$ cat src/ptts_pkg.sv
package ptts_pkg;

  localparam int unsigned TASKS     = 8;
  localparam int unsigned TaskIdxW  = 3;
  localparam int unsigned TaskSelW  = (TASKS > 1) ? $clog2(TASKS) : 1;
  localparam int unsigned CfgIdxW   = 3;
  localparam int unsigned SettingW  = 33;
  localparam int unsigned CntW      = 16;

  localparam int unsigned EnBit     = 0;
  localparam int unsigned PeriodLsb = 1;
  localparam int unsigned DelayLsb  = 17;

  typedef enum logic [0:0] {
    ST_IDLE,
    ST_EMIT
  } state_e;

  typedef struct packed {
    logic tick_load;
    logic emit;
  } ctrl_cmd_t;

  typedef struct packed {
    logic due_any;
    logic last;
  } dp_status_t;

endpackage

$ cat src/periodic_task_tick_scheduler_unit.sv
// Periodic task tick scheduler.
// Configuration: cfg_index_i selects one of eight task words, cfg_data_i carries
// enable (bit 0), period (bits 16:1) and start delay (bits 32:17) in ticks.
// A write loads that task's countdown with its delay. cfg_ready_o is always high;
// write only while the block is idle.
// Input: one request per tick on in_valid_i/in_ready_o; tick_i = 0 is a no-op.
// On a tick, every enabled task with a zero countdown is due and reloads with
// period minus one; other enabled tasks count down, disabled tasks hold.
// Output: one request per due task on out_valid_o/out_ready_i, in ascending
// task order, last_due_o set on the final one of the tick.
// Results: the accepted tick moves the control state to emit, and each due task
// then passes through the one-result output register; while the receiver is
// ready, results follow back to back, N per tick for N due tasks (at most 8).
// in_ready_o is low until a tick's last result is in the output register. A
// stalled receiver holds the output register and the walk over the pending tasks.
// Reset clears all settings and countdowns and drops any pending result.
module periodic_task_tick_scheduler_unit (
  input  logic                              clk_i,
  input  logic                              rst_ni,
  input  logic                              cfg_valid_i,
  output logic                              cfg_ready_o,
  input  logic [ptts_pkg::CfgIdxW-1:0]      cfg_index_i,
  input  logic [ptts_pkg::SettingW-1:0]     cfg_data_i,
  input  logic                              in_valid_i,
  output logic                              in_ready_o,
  input  logic                              tick_i,
  output logic                              out_valid_o,
  input  logic                              out_ready_i,
  output logic [ptts_pkg::TaskIdxW-1:0]     task_index_o,
  output logic                              last_due_o
);
  import ptts_pkg::*;

  ctrl_cmd_t  cmd;
  dp_status_t status;

  assign cfg_ready_o = 1'b1;

  ptts_ctrl u_ctrl (
    .clk_i       (clk_i),
    .rst_ni      (rst_ni),
    .in_valid_i  (in_valid_i),
    .tick_i      (tick_i),
    .in_ready_o  (in_ready_o),
    .out_ready_i (out_ready_i),
    .out_valid_o (out_valid_o),
    .status_i    (status),
    .cmd_o       (cmd)
  );

  ptts_dp u_dp (
    .clk_i        (clk_i),
    .rst_ni       (rst_ni),
    .cfg_valid_i  (cfg_valid_i),
    .cfg_index_i  (cfg_index_i),
    .cfg_data_i   (cfg_data_i),
    .cmd_i        (cmd),
    .status_o     (status),
    .task_index_o (task_index_o),
    .last_due_o   (last_due_o)
  );

endmodule

$ cat src/ptts_ctrl.sv
module ptts_ctrl (
  input  logic                  clk_i,
  input  logic                  rst_ni,
  input  logic                  in_valid_i,
  input  logic                  tick_i,
  output logic                  in_ready_o,
  input  logic                  out_ready_i,
  output logic                  out_valid_o,
  input  ptts_pkg::dp_status_t  status_i,
  output ptts_pkg::ctrl_cmd_t   cmd_o
);
  import ptts_pkg::*;

  state_e state_q, state_d;
  logic   out_valid_q, out_valid_d;
  logic   accept;
  logic   emit;

  assign accept = in_valid_i && in_ready_o;
  assign emit   = (state_q == ST_EMIT) && (!out_valid_q || out_ready_i);

  always_comb begin
    state_d = state_q;
    unique case (state_q)
      ST_IDLE: begin
        if (accept && tick_i && status_i.due_any) state_d = ST_EMIT;
      end
      ST_EMIT: begin
        if (emit && status_i.last) state_d = ST_IDLE;
      end
      default: state_d = ST_IDLE;
    endcase
  end

  always_comb begin
    in_ready_o      = 1'b0;
    cmd_o.tick_load = 1'b0;
    cmd_o.emit      = 1'b0;
    unique case (state_q)
      ST_IDLE: begin
        in_ready_o      = 1'b1;
        cmd_o.tick_load = in_valid_i && tick_i;
      end
      ST_EMIT: begin
        cmd_o.emit = emit;
      end
      default: ;
    endcase
  end

  // hold a result until the receiver takes it
  always_comb begin
    out_valid_d = out_valid_q;
    if (out_ready_i) out_valid_d = 1'b0;
    if (emit)        out_valid_d = 1'b1;
  end

  assign out_valid_o = out_valid_q;

  always_ff @(posedge clk_i or negedge rst_ni) begin
    if (!rst_ni) begin
      state_q     <= ST_IDLE;
      out_valid_q <= 1'b0;
    end else begin
      state_q     <= state_d;
      out_valid_q <= out_valid_d;
    end
  end

endmodule

$ cat src/ptts_dp.sv
module ptts_dp (
  input  logic                               clk_i,
  input  logic                               rst_ni,
  input  logic                               cfg_valid_i,
  input  logic [ptts_pkg::CfgIdxW-1:0]       cfg_index_i,
  input  logic [ptts_pkg::SettingW-1:0]      cfg_data_i,
  input  ptts_pkg::ctrl_cmd_t                cmd_i,
  output ptts_pkg::dp_status_t               status_o,
  output logic [ptts_pkg::TaskIdxW-1:0]      task_index_o,
  output logic                               last_due_o
);
  import ptts_pkg::*;

  logic [SettingW-1:0] setting_q [TASKS];
  logic [CntW-1:0]     cnt_q     [TASKS];
  logic [CntW-1:0]     cnt_d     [TASKS];
  logic [TASKS-1:0]    due_now;
  logic [TASKS-1:0]    mask_q, mask_d;
  logic [TaskIdxW-1:0] idx_q;
  logic                last_q;
  logic [TaskIdxW-1:0] sel;
  logic                sel_last;
  logic                cfg_hit;

  assign cfg_hit = cfg_valid_i && (int'(cfg_index_i) < TASKS);

  always_comb begin
    for (int t = 0; t < TASKS; t++) begin
      logic [CntW-1:0] period;
      period     = setting_q[t][PeriodLsb +: CntW];
      due_now[t] = setting_q[t][EnBit] && (cnt_q[t] == '0);
      cnt_d[t]   = cnt_q[t];
      if (cmd_i.tick_load && setting_q[t][EnBit]) begin
        if (cnt_q[t] == '0) cnt_d[t] = (period == '0) ? '0 : period - 1'b1;
        else                cnt_d[t] = cnt_q[t] - 1'b1;
      end
      // a setting write reloads the countdown with the start delay
      if (cfg_hit && (cfg_index_i[TaskSelW-1:0] == TaskSelW'(t))) begin
        cnt_d[t] = cfg_data_i[DelayLsb +: CntW];
      end
    end
  end

  // pick the lowest pending task
  always_comb begin
    sel = '0;
    for (int t = TASKS - 1; t >= 0; t--) begin
      if (mask_q[t]) sel = TaskIdxW'(t);
    end
    sel_last = ((mask_q & (mask_q - 1'b1)) == '0);
  end

  always_comb begin
    mask_d = mask_q;
    if (cmd_i.tick_load) mask_d = due_now;
    if (cmd_i.emit)      mask_d = mask_q & (mask_q - 1'b1);
  end

  assign status_o.due_any = |due_now;
  assign status_o.last    = sel_last;

  always_ff @(posedge clk_i or negedge rst_ni) begin
    if (!rst_ni) begin
      for (int t = 0; t < TASKS; t++) begin
        setting_q[t] <= '0;
        cnt_q[t]     <= '0;
      end
      mask_q <= '0;
      idx_q  <= '0;
      last_q <= 1'b0;
    end else begin
      for (int t = 0; t < TASKS; t++) begin
        cnt_q[t] <= cnt_d[t];
      end
      if (cfg_hit) begin
        setting_q[cfg_index_i[TaskSelW-1:0]] <= cfg_data_i;
      end
      mask_q <= mask_d;
      if (cmd_i.emit) begin
        idx_q  <= sel;
        last_q <= sel_last;
      end
    end
  end

  assign task_index_o = idx_q;
  assign last_due_o   = last_q;

endmodule

$ cat config.mk
export PLATFORM = sky130hd
export DESIGN_NAME = periodic_task_tick_scheduler_unit
export DESIGN_NICKNAME = d
export VERILOG_FILES = /design/src/ptts_pkg.sv /design/src/periodic_task_tick_scheduler_unit.sv /design/src/ptts_ctrl.sv /design/src/ptts_dp.sv
export SDC_FILE = /design/constraint.sdc
export NUM_CORES = 1
export LEC_CHECK = 0
export ABC_CLOCK_PERIOD_IN_PS = 2400
export BUFFER_PORTS_ARGS = -buffer_cell sky130_fd_sc_hd__buf_2
export CORE_MARGIN = 1.5
export CORE_UTILIZATION = 58
export DETAILED_ROUTE_END_ITERATION = 16
export GPL_TIMING_DRIVEN = 0
export PLACE_DENSITY = 0.78
export RECOVER_POWER = 100
export SYNTH_ARGS = -nofsm -noshare
export SYNTH_HDL_FRONTEND = slang
export SYNTH_SLANG_ARGS = --single-unit
$ cat constraint.sdc
create_clock -name clk_i -period 2.4 [get_ports clk_i]
set_input_delay 0.48 -clock clk_i [delete_from_list [all_inputs] [get_ports clk_i]]
set_output_delay 0.48 -clock clk_i [all_outputs]
set_load 0.05 [all_outputs]
Word level (Yosys, flattened, before mapping). Index checks and enable logic that the tools add are counted.

Register bits after elaboration: 406. Input port bits: 42. Output and inout port bits: 7. Word-level logic and storage cells: 165.

$add $sub $neg: 17. Order comparisons: 2. Eq/ne operators: 7. Multiplexer cells: 53. Bitwise gates (word level): 3. Reduce and logical (&&, ||, !) cells: 62.

Operators by type and width (count): two-way mux 16 bit (32); bitwise mux 264 bit (1); zero test 16 bit (16); subtractor 16 x 1 -> 16 bit (second input constant) (16); demux 33 bit (select 3 bit) (1); two-way mux 33 bit (1); logical AND 1 bit (31); two-way mux 3 bit (8); nonzero test 2 bit (10); two-way mux 8 bit (2); equality test 3 bit (second input constant) (4); AND 8 bit (1); zero test 8 bit (1); OR reduction 8 bit (1); subtractor 8 x 1 -> 8 bit (second input constant) (1); two-way mux 1 bit (7); equality test 3 x 2 -> 1 bit (second input constant) (2); >= comparator 4 bit (second input constant) (1); less-than comparator 4 x 1 -> 1 bit (second input constant) (1); NOT 3 -> 4 bit (1); equality test 3 x 1 -> 1 bit (second input constant) (1); zero test 3 bit (1); case mux 1 bit (2 select lines) (1); zero test 1 bit (1); 2 further kinds (2).

Depth between registers and ports, before layout.
Depth in word-level cells: 8. Gate-level depth with buffers: 10. Depth with buffers taken out: 8.

By module. From an unflattened synthesis, not the netlist that was laid out.

Cells, all modules: 2213. Area total of the unflattened synthesis: 17549.3 µm².

By module, submodules not included: ptts_dp (instances 1, cells an instance 2201, area an instance 17435.5 µm², sequential area each 6906.6 µm²); ptts_ctrl (instances 1, cells an instance 10, area an instance 102.6 µm², sequential area each 50.0 µm²); periodic_task_tick_scheduler_unit (instances 1, cells an instance 2, area an instance 11.3 µm², sequential area each 0.0 µm²).

Least setup slack after synthesis. No wires, ideal clock.

Path kind: register to register. Start: reg u_dp.setting_q[199] (netlist name). End: reg u_dp.cnt_q[106] (netlist name). Setup time: 0.127 ns. Data arrival time: 2.256 ns. Data required time: 2.273 ns. Setup slack: 0.018 ns. Cell stages (with the launch flop): 9. Path buffers: 0. Clock period less this slack: 2.382 ns. Cell sequence: dfrtp_1 > inv_1 > ha_1 > or3b_2 > nand2b_4 > or4_2 > mux2_2 > mux2i_1 > o21ai_1.

Longest elaborated chain between the ends: 5. Elaborated cells on any way between the ends: 6. Those cells by class: 1 x add/sub; 4 x mux; 1 x reduce/logical.

RTL lines: start: declaration (line ptts_dp.sv:14) `logic [SettingW-1:0] setting_q [TASKS];`; start signal: indexed assignment (line ptts_dp.sv:76) `setting_q[cfg_index_i[TaskSelW-1:0]] <= cfg_data_i;`; subtractor 16 x 1 -> 16 bit or zero test 16 bit (tied branches) (line ptts_dp.sv:34) `if (cnt_q[t] == '0) cnt_d[t] = (period == '0) ? '0 : period - 1'b1;`; two-way mux 16 bit (*) (2 in a row) (line ptts_dp.sv:34); two-way mux 16 bit (*) (line ptts_dp.sv:33) `if (cmd_i.tick_load && setting_q[t][EnBit]) begin`; two-way mux 16 bit (*) (line ptts_dp.sv:38) `if (cfg_hit && (cfg_index_i[TaskSelW-1:0] == TaskSelW'(t))) begin`; end signal: indexed assignment (line ptts_dp.sv:73) `cnt_q[t] <= cnt_d[t];`; end: declaration (line ptts_dp.sv:15) `logic [CntW-1:0] cnt_q [TASKS];`.

Every way passes the cells marked *; elsewhere a longest branch is shown, timed or not. The select of a mux whose other input is x is not followed. A chain may end at the register's enable or synchronous reset.

Worst setup path after layout.
Start: reg u_dp.cnt_q[65] (netlist name). End: reg u_ctrl.state_q.

Longest elaborated chain between the ends: 6.

RTL lines: zero test 16 bit (line ptts_dp.sv:31) `due_now[t] = setting_q[t][EnBit] && (cnt_q[t] == '0);`; logical AND 1 bit (line ptts_dp.sv:31); OR reduction 8 bit (line ptts_dp.sv:59) `assign status_o.due_any = |due_now;`; logical AND 1 bit (line ptts_ctrl.sv:26) `if (accept && tick_i && status_i.due_any) state_d = ST_EMIT;`; two-way mux 1 bit (line ptts_ctrl.sv:26); case mux 1 bit (2 select lines) (line ptts_ctrl.sv:24) `unique case (state_q)`; named net u_ctrl.state_d (line ptts_ctrl.sv:14) `state_e state_q, state_d;`; end signal: assignment (line ptts_ctrl.sv:65) `state_q <= state_d;`; end: declaration (line ptts_ctrl.sv:14).

The timed path passes the listed nets, and every way through them passes these cells.

==> flow_summary.ini <==
[clock_network]
cts_root_buffer = sky130_fd_sc_hd__clkbuf_16
cts-root-to-sink-buffers = 3
hold_buffers = 0
cts.reportedPaths.clkPinSlew_ns = 0.06
worstSkewPairLatency_ns = 0.56
cts_tree = yes
cts_htree_levels = 1
clock-sinks = 278
numCtsBuffers = 31

[floorplan]
die-area_um2 = 31500
die_y_um = 177
initial_utilization_pct = 59.2
core_um2 = 29800
pin_count = 49
number_of_placement_rows = 63
chipWidth_um = 177

[setup_path]
timing.setup.critical_path_class = reg -> reg
setup.worst_path.start_class = register
slowest_stage_cell_on_the_critical_path = sky130_fd_sc_hd__a222oi_1
worstPathRequired_ns = 2.84
worst_path_arrival_time_ns = 2.92
critical_path_cell_list = inv_2, ha_2, nor2b_4, nor3b_4, and3b_2, a222oi_1, a41oi_2, a211o_1
cp.buffers_inverters = 1
crit_family = compound AO/OA/AOI/OAI gates
max_fo_critical_path = 3
critical_path.max_stage_delay_ns = 0.75
setup.worst_path.end_class = register

[hold_path]
hold_crit_class = in -> reg

[synth]
mean_cell_area_of_the_mapped_netlist_um2 = 7.96
synth.yosys.seq_area_share_pct = 39.4
number_of_warning_messages_in_the_yosys_log = 0
synth_simple_gate_area_share_pct = 29.3
synth_cells = 2217
ys_async_sr_fraction_pct = 100
compound_cell_area_share_of_the_yosys_netlist_pct = 17.1
fraction_of_synthesized_area_in_multiplexers_pct = 0.886
synth_seq_cells = 278
yosys.area_share.adder_pct = 1.76
syn_area_um2 = 17600
synth-xor-area-share_pct = 7.35
synth-edff-count = 0
synth_cell_type_count = 92
net_count_after_synthesis = 2283
synth_top_family_by_area = simple AND/OR/NAND/NOR gates
ys.flop_type = sky130_fd_sc_hd__dfrtp_1

[detailed_routing]
routed_wl_um = 59500
viasPerCell = 6.60
iteration_0_drc_markers = 2296
post-route-drc-count = 0
drt_pass1_iterations = 5
route.antenna.remaining_nets = 0
routedWlPerCell_um = 21.9
vias = 17900

[finish]
layout.cells.most_common_list = sky130_fd_sc_hd__nand2_1, sky130_fd_sc_hd__dfrtp_1, sky130_fd_sc_hd__o21ai_0
insertedDiodeCount = 0
design.final.nets = 2370
fin_cells = 2718
postLayoutCellArea_um2 = 20100
layout.area.seq_um2 = 6960
mostFrequentLayoutCell = sky130_fd_sc_hd__nand2_1
multi_input_comb_area_um2 = 10400
count_of_filler_cells_inserted_in_the_layout = 2502
syn_to_layout_area_delta_pct = 14.2
drive_above_1_share_pct = 11.3

[status]
violations = setup timing
outcome = finished, violations left

[timing]
slew_headroom_pct = 1.89
finalHoldViolCount = 0
rsz0062_at_grt = true
finalHoldWorstSlack_ns = 0.204
post-route-period-util_pct = 104
worst_case_clock_skew_ns = 0.0161
report.final.slew_viol_count = 0
fmax_ghz = 0.402
timing.final.ws_setup_ns = -0.0846
worst_pin_slew_ns = 1.47
setup_viol = 2
fin_crit_ns = 2.48

[pwr]
sequentialPowerShare_pct = 41.7
p_clk_share_pct = 26.6
power.net_switching_mw = 7.32
p_int_mw = 11.8
comb_power_share_pct = 31.7
power.static_leakage_nw = 8.42
sw_frac_of_total_pct = 38.3
design_power_total_mw = 19.1
worst_vdd_ir_mv = 0.711
power_density_nw_per_um2 = 947

[flow_run]
maxCapViolCount = 0

[grt]
groute.usage.overall_pct = 37.5
antenna_found_initial = 0
globalRouteOverflowTotal = 0
number_of_global_route_vias_before_repair = 16500
pin_count_of_the_biggest_net_entering_global_routing = 103
grt_first_pass_wirelength_um = 91200

[placement]
pre_cts_ws_ns = -0.969
numPortBuffers = 13
postPlaceCellArea_um2 = 18300
place.detailed.hpwl_um = 38900
post-place-cells = 2622
globalplace.congestion = 0.927
-- worst paths after layout --
path	from	endpoint	slack, ns	depth (start not counted)
setup / recovery	u_dp.cnt_q[65]$_DFFE_PN0P_	u_ctrl.state_q$_DFF_PN0_	-0.08	8
min in group asynchronous	rst_ni	u_dp.cnt_q[21]$_DFFE_PN0P_	0.29	1
max in group asynchronous	rst_ni	u_dp.cnt_q[68]$_DFFE_PN0P_	0.41	2
setup reg to reg	u_dp.cnt_q[65]$_DFFE_PN0P_	u_ctrl.state_q$_DFF_PN0_	-0.08	8
hold reg to reg	u_dp.task_index_o[2]$_DFFE_PN0P_	u_dp.task_index_o[2]$_DFFE_PN0P_	0.48	2
hold / removal	out_ready_i	u_ctrl.out_valid_o$_DFFE_PN0P_	0.20	3
-- Yosys cell counts (16+ instances only) --
cell	instances	share of area [%]
sky130_fd_sc_hd__nand2_1	553	12
sky130_fd_sc_hd__dfrtp_1	278	39
sky130_fd_sc_hd__o21ai_0	181	5.1
sky130_fd_sc_hd__nor2_1	151	3.2
sky130_fd_sc_hd__a21oi_1	98	2.8
sky130_fd_sc_hd__nor3_1	92	2.6
sky130_fd_sc_hd__clkbuf_1	86	1.8
sky130_fd_sc_hd__xor2_1	78	3.9
sky130_fd_sc_hd__xnor2_1	70	3.5
sky130_fd_sc_hd__nor4_1	54	1.9
sky130_fd_sc_hd__nand3_1	42	1.2
sky130_fd_sc_hd__inv_1	41	0.87
sky130_fd_sc_hd__o22ai_1	40	1.4
sky130_fd_sc_hd__or3_1	34	1.2
sky130_fd_sc_hd__ha_1	24	1.7
sky130_fd_sc_hd__a22oi_1	23	0.98
sky130_fd_sc_hd__nand4_1	20	0.71
sky130_fd_sc_hd__or4_1	19	0.81
sky130_fd_sc_hd__buf_4	17	0.72
sky130_fd_sc_hd__a221oi_1	16	0.79
sky130_fd_sc_hd__buf_1	16	0.34
-- worst min-delay path: cells and delay by family --
family                 cells  cell delay (ns)
buffers and inverters      1             0.07
AND/OR/NAND/NOR            2             0.17
-- metal layers --
layer / global-route usage [%] / routed length, um / up-vias
met5: 0 / 0 / -
met4: 16.9 / 2990 / 0
met3: 5.78 / 6260 / 202
met1: 50.7 / 23500 / 8593
li1: - / - / 8014
met2: 59.6 / 26800 / 1117
-- kinds of logic after synthesis --
kind of cell | count (synthesis)
flops | 278
simple gates | 1094
compound gates | 482
buf+inv | 174
fa+ha+maj | 25
other cells | 1
mux | 15
xor+xnor | 148
-- flip-flops by register name, summed over array words and instances, names as in the netlist --
signal and cells:
u_ctrl.out_valid_o 1, u_ctrl.state_q 1, u_dp.cnt_q 128, u_dp.last_due_o 1
u_dp.mask_q 8, u_dp.setting_q 136, u_dp.task_index_o 3
-- cell type report --
type	count	share of cell area (%)
Timing Repair Buffer	60	2.15
Inverter	41	0.764
Multi-Input combinational cell	1765	51.7
Clock inverter	9	0.720
Clock buffer	48	4.66
Sequential cell	278	34.6
Buffer	127	2.99
Tap cell	390	2.42
-- what timing repair did --
action                     CTS  global route
buffers inserted            17            27
resized for setup           53            83
gates cloned                 0             1
pin swaps                    7            15
setup endpoints to repair  126           122
-- power groups by stage --
stage,clock [mW],sequential (mW),combinational [mW]
after floorplan,0,7.43,4.11
after CTS,5.09,7.80,5.65
after global routing,5.30,8.14,6.66
after detailed placement,0,7.80,5.37
final,5.07,7.96,6.05
after global placement,0,7.74,5.19
-- metrics by stage --
stage	util [%]	setup TNS (ns)
3_5_place_dp	61.3	-83.95
2_1_floorplan	-	0
4_1_cts	66.1	-0.0189
5_1_grt	67.6	-0.327
6_report	67.6	-0.0920
3_3_place_gp	61.1	-1291.67
(Power assumes the default switching activity.)
